<file path="src/rtl/core/dvl_pkg.sv">
// shared types and constants for the delta varint list decoder
// no dependencies; imported by every module of the block except dvl_in_stage
package dvl_pkg;

    localparam int REC_W            = 32;
    localparam int SHIFT_LIMIT      = 35;
    localparam int VARINT_MAX_BYTES = SHIFT_LIMIT / 7;
    localparam int IDX_W            = 3;

    localparam logic [6:0] PAYLOAD_MASK = 7'h7F;
    localparam int         CONT_BIT     = 7;

    localparam logic [1:0] ST_OK       = 2'd0;
    localparam logic [1:0] ST_TOO_LONG = 2'd1;
    localparam logic [1:0] ST_EARLY    = 2'd2;
    localparam logic [1:0] ST_EMPTY    = 2'd3;

    typedef enum logic [2:0] {
        PH_COUNT   = 3'b001,
        PH_RECORDS = 3'b010,
        PH_DRAIN   = 3'b100
    } phase_t;

    typedef struct packed {
        logic             emit;
        logic [REC_W-1:0] value;
        logic             valid;
        logic             last;
        logic [1:0]       status;
    } dvl_result_t;

endpackage

</file>
<file path="src/rtl/core/dvl_in_stage.sv">
// input register for the compressed byte stream
// no package dependencies; feeds dvl_core with one held transaction
module dvl_in_stage (
    input  logic       clk,
    input  logic       rst_n,
    input  logic       s_valid,
    output logic       s_ready,
    input  logic [7:0] s_byte,
    input  logic       s_eod,
    input  logic       consume,
    output logic       in_valid,
    output logic [7:0] in_byte,
    output logic       in_eod
);
    logic       valid_reg;
    logic       valid_next;
    logic [7:0] byte_reg;
    logic       eod_reg;

    assign s_ready = !valid_reg || consume;

    always_comb
    begin
        valid_next = valid_reg;
        if (s_valid && s_ready)
        begin
            valid_next = 1'b1;
        end
        else if (consume)
        begin
            valid_next = 1'b0;
        end
    end

    always_ff @(posedge clk or negedge rst_n)
    begin
        if (!rst_n)
        begin
            valid_reg <= 1'b0;
        end
        else
        begin
            valid_reg <= valid_next;
        end
    end

    always_ff @(posedge clk)
    begin
        if (s_valid && s_ready)
        begin
            byte_reg <= s_byte;
            eod_reg  <= s_eod;
        end
    end

    assign in_valid = valid_reg;
    assign in_byte  = byte_reg;
    assign in_eod   = eod_reg;

endmodule

</file>
<file path="src/rtl/core/dvl_core.sv">
// varint decode state and per-byte update logic
// depends on dvl_pkg for phase type, status codes and result struct
module dvl_core #(
    parameter int VALUE_WIDTH = 32
) (
    input  logic                 clk,
    input  logic                 rst_n,
    input  logic                 cfg_wr_en,
    input  logic                 cfg_wr_data,
    input  logic                 in_valid,
    input  logic [7:0]           in_byte,
    input  logic                 in_eod,
    input  logic                 out_space,
    output logic                 consume,
    output dvl_pkg::dvl_result_t result
);
    import dvl_pkg::*;

    phase_t                 phase_reg, phase_next;
    logic [REC_W-1:0]       accum_reg, accum_next;
    logic [IDX_W-1:0]       idx_reg, idx_next;
    logic [REC_W-1:0]       left_reg, left_next;
    logic [VALUE_WIDTH-1:0] running_reg, running_next;
    logic                   first_reg, first_next;
    logic                   delta_reg;

    logic [4:0]             shamt;
    logic [REC_W-1:0]       acc_new;
    logic                   cont;
    logic                   too_long;
    logic                   done;
    logic [VALUE_WIDTH-1:0] rec_masked;
    logic [VALUE_WIDTH-1:0] rec_val;
    logic                   end_list;
    logic                   restart;

    assign consume = in_valid && out_space;

    always_comb
    begin
        case (idx_reg)
            3'd0:    shamt = 5'd0;
            3'd1:    shamt = 5'd7;
            3'd2:    shamt = 5'd14;
            3'd3:    shamt = 5'd21;
            3'd4:    shamt = 5'd28;
            default: shamt = 5'd0;
        endcase
    end

    // payload bits pushed past bit 31 fall off here
    assign acc_new    = accum_reg | (REC_W'(in_byte[6:0] & PAYLOAD_MASK) << shamt);
    assign cont       = in_byte[CONT_BIT];
    assign too_long   = cont && (idx_reg == IDX_W'(VARINT_MAX_BYTES - 1));
    assign done       = !cont || in_eod;
    assign rec_masked = acc_new[VALUE_WIDTH-1:0];
    assign rec_val    = (delta_reg && !first_reg) ? (running_reg + rec_masked) : rec_masked;

    always_comb
    begin
        phase_next    = phase_reg;
        accum_next    = accum_reg;
        idx_next      = idx_reg;
        left_next     = left_reg;
        running_next  = running_reg;
        first_next    = first_reg;
        end_list      = 1'b0;
        restart       = 1'b0;
        result        = '0;
        result.status = ST_OK;

        if (consume)
        begin
            case (phase_reg)
                PH_DRAIN:
                begin
                    restart = in_eod;
                end
                PH_COUNT, PH_RECORDS:
                begin
                    accum_next = acc_new;
                    idx_next   = idx_reg + IDX_W'(1);
                    if (too_long)
                    begin
                        result.emit   = 1'b1;
                        result.last   = 1'b1;
                        result.status = ST_TOO_LONG;
                        end_list      = 1'b1;
                    end
                    else if (done)
                    begin
                        accum_next = '0;
                        idx_next   = '0;
                        if (phase_reg == PH_COUNT)
                        begin
                            if (acc_new == '0)
                            begin
                                result.emit   = 1'b1;
                                result.last   = 1'b1;
                                result.status = ST_EMPTY;
                                end_list      = 1'b1;
                            end
                            else
                            begin
                                left_next  = acc_new;
                                first_next = 1'b1;
                                phase_next = PH_RECORDS;
                                if (in_eod)
                                begin
                                    result.emit   = 1'b1;
                                    result.last   = 1'b1;
                                    result.status = ST_EARLY;
                                    restart       = 1'b1;
                                end
                            end
                        end
                        else
                        begin
                            running_next  = rec_val;
                            first_next    = 1'b0;
                            left_next     = left_reg - REC_W'(1);
                            result.emit   = 1'b1;
                            result.valid  = 1'b1;
                            result.value  = REC_W'(rec_val);
                            if (left_reg == REC_W'(1))
                            begin
                                result.last = 1'b1;
                                end_list    = 1'b1;
                            end
                            else if (in_eod)
                            begin
                                result.last   = 1'b1;
                                result.status = ST_EARLY;
                                restart       = 1'b1;
                            end
                        end
                    end
                end
                default:
                begin
                    restart = 1'b1;
                end
            endcase

            if (end_list && !in_eod)
            begin
                phase_next = PH_DRAIN;
            end
            if ((end_list && in_eod) || restart)
            begin
                phase_next   = PH_COUNT;
                accum_next   = '0;
                idx_next     = '0;
                left_next    = '0;
                running_next = '0;
                first_next   = 1'b1;
            end
        end
    end

    always_ff @(posedge clk or negedge rst_n)
    begin
        if (!rst_n)
        begin
            phase_reg   <= PH_COUNT;
            accum_reg   <= '0;
            idx_reg     <= '0;
            left_reg    <= '0;
            running_reg <= '0;
            first_reg   <= 1'b1;
            delta_reg   <= 1'b1;
        end
        else
        begin
            phase_reg   <= phase_next;
            accum_reg   <= accum_next;
            idx_reg     <= idx_next;
            left_reg    <= left_next;
            running_reg <= running_next;
            first_reg   <= first_next;
            if (cfg_wr_en)
            begin
                delta_reg <= cfg_wr_data;
            end
        end
    end

endmodule

</file>
<file path="src/rtl/core/dvl_out_stage.sv">
// result register driving the record stream
// depends on dvl_pkg for the result struct
module dvl_out_stage (
    input  logic                      clk,
    input  logic                      rst_n,
    input  dvl_pkg::dvl_result_t      result,
    input  logic                      load,
    output logic                      space,
    output logic                      m_valid,
    input  logic                      m_ready,
    output logic [dvl_pkg::REC_W-1:0] m_data,
    output logic                      m_last,
    output logic [2:0]                m_user
);
    import dvl_pkg::*;

    logic             valid_reg;
    logic             valid_next;
    logic [REC_W-1:0] value_reg;
    logic             rec_valid_reg;
    logic             last_reg;
    logic [1:0]       status_reg;

    assign space = !valid_reg || m_ready;

    always_comb
    begin
        valid_next = valid_reg;
        if (load && result.emit)
        begin
            valid_next = 1'b1;
        end
        else if (m_ready)
        begin
            valid_next = 1'b0;
        end
    end

    always_ff @(posedge clk or negedge rst_n)
    begin
        if (!rst_n)
        begin
            valid_reg <= 1'b0;
        end
        else
        begin
            valid_reg <= valid_next;
        end
    end

    always_ff @(posedge clk)
    begin
        if (load && result.emit)
        begin
            value_reg     <= result.value;
            rec_valid_reg <= result.valid;
            last_reg      <= result.last;
            status_reg    <= result.status;
        end
    end

    assign m_valid = valid_reg;
    assign m_data  = value_reg;
    assign m_last  = last_reg;
    assign m_user  = {status_reg, rec_valid_reg};

endmodule

</file>
<file path="src/rtl/core/delta_varint_list_decoder.sv">
// path: a byte is registered in the input register, and its result, if any, in the result register
// throughput: one compressed byte per cycle while the result register has space, with the accumulate and gap add
// combinational between the input register and the result register
// reset: rst_n asynchronous active low; clears list state, empties both stages,
// delta_mode returns to 1
module delta_varint_list_decoder #(
    parameter int VALUE_WIDTH = 32
) (
    input  logic        clk,
    input  logic        rst_n,
    input  logic        cfg_wr_en,
    input  logic        cfg_wr_data,     // delta_mode
    input  logic        s_axis_tvalid,
    output logic        s_axis_tready,
    input  logic [7:0]  s_axis_tdata,    // [7:0] in_byte
    input  logic        s_axis_tlast,    // end_of_data
    output logic        m_axis_tvalid,
    input  logic        m_axis_tready,
    output logic [31:0] m_axis_tdata,    // [31:0] record number
    output logic        m_axis_tlast,    // last_of_list
    output logic [2:0]  m_axis_tuser     // [0] record_valid, [2:1] status
);
    import dvl_pkg::*;

    logic        in_valid;
    logic [7:0]  in_byte;
    logic        in_eod;
    logic        consume;
    logic        out_space;
    dvl_result_t result;

    dvl_in_stage u_in (
        .clk      (clk),
        .rst_n    (rst_n),
        .s_valid  (s_axis_tvalid),
        .s_ready  (s_axis_tready),
        .s_byte   (s_axis_tdata),
        .s_eod    (s_axis_tlast),
        .consume  (consume),
        .in_valid (in_valid),
        .in_byte  (in_byte),
        .in_eod   (in_eod)
    );

    dvl_core #(
        .VALUE_WIDTH (VALUE_WIDTH)
    ) u_core (
        .clk         (clk),
        .rst_n       (rst_n),
        .cfg_wr_en   (cfg_wr_en),
        .cfg_wr_data (cfg_wr_data),
        .in_valid    (in_valid),
        .in_byte     (in_byte),
        .in_eod      (in_eod),
        .out_space   (out_space),
        .consume     (consume),
        .result      (result)
    );

    dvl_out_stage u_out (
        .clk     (clk),
        .rst_n   (rst_n),
        .result  (result),
        .load    (consume),
        .space   (out_space),
        .m_valid (m_axis_tvalid),
        .m_ready (m_axis_tready),
        .m_data  (m_axis_tdata),
        .m_last  (m_axis_tlast),
        .m_user  (m_axis_tuser)
    );

`ifndef SYNTHESIS
    // a result without a record always closes its list with an error or empty code
    assert property (@(posedge clk) disable iff (!rst_n)
        (m_axis_tvalid && !m_axis_tuser[0]) |->
            (m_axis_tlast && (m_axis_tuser[2:1] != ST_OK) && (m_axis_tdata == '0)))
        else $error("record-less result not closing the list");

    // any non-ok status ends the list
    assert property (@(posedge clk) disable iff (!rst_n)
        (m_axis_tvalid && (m_axis_tuser[2:1] != ST_OK)) |-> m_axis_tlast)
        else $error("error status without last_of_list");

    // input stalls only when both stages hold a transaction and the sink is stalled
    assert property (@(posedge clk) disable iff (!rst_n)
        !s_axis_tready |-> (in_valid && m_axis_tvalid && !m_axis_tready))
        else $error("input stalled with room in the pipe");

    // a consumed byte with a result always lands in the output register
    assert property (@(posedge clk) disable iff (!rst_n)
        (consume && result.emit) |=> m_axis_tvalid)
        else $error("result lost between core and output register");
`endif

endmodule

</file>
<file path="config.mk">
export PLATFORM = sky130hd
export DESIGN_NAME = delta_varint_list_decoder
export DESIGN_NICKNAME = d
export VERILOG_FILES = /design/src/rtl/core/dvl_pkg.sv /design/src/rtl/core/dvl_in_stage.sv /design/src/rtl/core/dvl_core.sv /design/src/rtl/core/dvl_out_stage.sv /design/src/rtl/core/delta_varint_list_decoder.sv
export SDC_FILE = /design/constraint.sdc
export NUM_CORES = 1
export LEC_CHECK = 0
export BUFFER_PORTS_ARGS = -buffer_cell sky130_fd_sc_hd__buf_2
export CORE_MARGIN = 2
export CORE_UTILIZATION = 30
export CTS_CLUSTER_SIZE = 10
export DETAILED_ROUTE_END_ITERATION = 8
export SYNTH_ARGS = -nofsm -noshare
export SYNTH_HDL_FRONTEND = slang
export SYNTH_SLANG_ARGS = --single-unit
</file>
<file path="constraint.sdc">
create_clock -name clk -period 5.7 [get_ports clk]
set_input_delay 0 -clock clk [delete_from_list [all_inputs] [get_ports clk]]
set_output_delay 0 -clock clk [all_outputs]
set_load 0.005 [all_outputs]
</file>
==> metrics.txt <==
num ports=53; starting density of the core=0.304; status=finished clean; Pre-antenna DRT Iters=5; CTS Sinks=151; Clock transition at path regs=0.07 ns; Worst Setup Path Type=reg -> reg; gr busiest metal=met2; Setup TNS Final=0 ns; initial antenna violation count=1; Mapped Cells=1033; first-pass GRT wire length=44700 um; Final min period=5.39 ns; Port Buffers=52; routability congestion estimate=0.941; Arr. time, crit path=5.56 ns; Pint=2.57 mW; Layout area overhead=16.6%; met2 Use GR=0.254; worst endpoint required time=5.87 ns; Max Cap Viol=0; Fmax=0.186 GHz; worst clock skew=0.00946 ns; Final nets=1151; placed insts=1455; Pleak=4.92 nW; crit start category=flop; Comb power frac=0.394; H-tree depth=4; sequential share of power=0.331; clk_lat worst skew=0.43 ns; EDFF count, synth=45; routed vias=8308; PwrDens=398 nW/um2; crit-path max FO=9; met1 Usage GRT=0.245; commonest cells after routing, fill and taps aside=dfrtp_1 (103), o21ai_0 (101), nor2_1 (100), nand2_1 (100), a21oi_1 (90); antenna cell count=0; final setup vio count=0; GR Util met3=0.0434; die area=32400 um2; WL/cell=18.5 um; Sw Share=0.403; WL final=27900 um; switching power total=1.73 mW; Congestion Overflow GR=0; VDD IR max=178 uV; hpwl dp=20000 um; Tightest Pin Transition=1.00 ns; final hold violation count=0; Final Hold Slack=0.190 ns; Synth Register Bits=151; Yosys warnings=0; Tot GR Track Use=0.173; DRT iter0 DRCs=819; root cell of the clock tree=clkbuf_16; Final period util=0.945; chip height=180 um; ratio of cells with drive above 1 in the final layout=0.131; top_reg_cell synth=dfrtp_1; Core ar.=30500 um2; Post-Synthesis Cell Area=9290 um2; asr flop ratio synth=0.702; Filler Cell Count=3126; DRC viols=0; sequential share of the synthesized area=0.431; Post-Syn Area per Cell=8.99 um2; Clock power frac=0.276; pin count of the biggest net entering global routing=55; endpoint type of the worst setup path=flop; CTS tree=yes; Vias/cell=5.52; fin. max-slew vios=0; syn nets=1087; worst hold path type=in -> async; row cnt=64; antenna viol nets, final=0; clock buffer depth=2; Total Power=4.31 mW; Max transition margin=0.332; most common cell after layout, fill and taps aside=dfrtp_1; fin cells=1506; CTS Buf Count=17; number of global-route vias before repair=7991; die width=180 um; distinct cell type count after synthesis=75
-- worst max-delay path, stage by stage (launching register included) --
cell and delay (ns):
dfrtp_1 0.41, ha_1 0.32, ha_1 0.35, nand2b_1 0.12, o211ai_1 0.29, buf_4 0.20
buf_4 0.12, mux2_4 0.35, a21oi_1 0.33, inv_2 0.11, ha_1 0.40, nand4_1 0.15
or4b_1 0.60, a311oi_2 0.30, o211ai_1 0.18, nand2_1 0.19, a41oi_1 0.19, o21ai_1 0.28
xnor2_1 0.15, a211oi_1 0.08
-- what timing repair did --
action / CTS / global route
endpoints found under the hold margin: 62 / 0
buffers inserted: 0 / 4
hold buffers: 15 / 0
setup endpoints to repair: 0 / 8
gates resized for setup: 0 / 2
-- cell type report --
class                   count  area (um2)  area share
multi-input cells         791        4920       0.454
flip-flops and latches    151        4010       0.370
repair buffers             97         638      0.0589
clock buffers              21         514      0.0475
well taps                 396         495      0.0457
inverters                  39         146      0.0135
clock inverters            11         108     0.00993
-- logic make-up (layout without fill, tap and decap cells) --
kind of cell / Yosys count / after routing / synth area share
buffers and inverters: 91 / 168 / 0.0422
adder cells (fa/ha/maj): 39 / 39 / 0.0533
XOR/XNOR: 28 / 28 / 0.0264
AND/OR/NAND/NOR: 336 / 336 / 0.173
multiplexers: 11 / 11 / 0.0135
flip-flops: 151 / 151 / 0.431
AO/OA/AOI/OAI: 377 / 377 / 0.260
-- Yosys cell counts (all sizes together) (24+ instances only) --
cell type | instances | share of area
a21o | 33 | 0.027
clkbuf | 37 | 0.015
a21oi | 90 | 0.048
dfrtp | 103 | 0.28
inv | 39 | 0.016
ha | 38 | 0.051
o21ai | 116 | 0.062
edfxtp | 45 | 0.15
nand2 | 100 | 0.040
a22o | 24 | 0.023
nor3 | 25 | 0.014
nor2 | 101 | 0.041
-- path summary, 6_finish.rpt --
path,startpoint,end,slack (ns),depth (start not counted)
max in group asynchronous,rst_n,u_core.accum_reg[18],4.31,3
min in group clk,s_axis_tdata[6],u_in.in_byte[6],0.28,2
setup / recovery,u_core.idx_reg[0],u_out.m_data[29],0.31,19
hold / removal,rst_n,u_core.left_reg[28],0.19,2
setup reg to reg,u_core.idx_reg[0],u_out.m_data[29],0.31,19
hold reg to reg,u_core.accum_reg[20],u_core.accum_reg[20],0.49,2
-- metal layers --
metal / vias to the layer above / part of all wire
li1: 3940 / -
met1: 4014 / 0.47
met2: 304 / 0.43
met3: 50 / 0.071
met4: 0 / 0.028
met5: - / 0
-- through the flow --
stage | utilization | worst slack [ns] | cell area [um2]
2_1_floorplan | - | 1.14 | 9290
6_report | 0.355 | 0.312 | 10800
3_5_place_dp | 0.328 | 0.218 | 10000
5_1_grt | 0.355 | -0.0759 | 10800
3_3_place_gp | 0.328 | 0.474 | 10000
4_1_cts | 0.354 | 0.227 | 10800
-- power by group through the flow --
| stage | sequential (mW) | clock, mW | combinational [mW] |
|---|---|---|---|
| after floorplan | 1.42 | 0 | 1.13 |
| after detailed placement | 1.44 | 0 | 1.64 |
| after CTS | 1.42 | 1.20 | 1.66 |
| after global placement | 1.44 | 0 | 1.63 |
| final | 1.42 | 1.19 | 1.70 |
| after global routing | 1.45 | 1.25 | 1.88 |
Note: power is estimated with default switching activity, not from simulation.
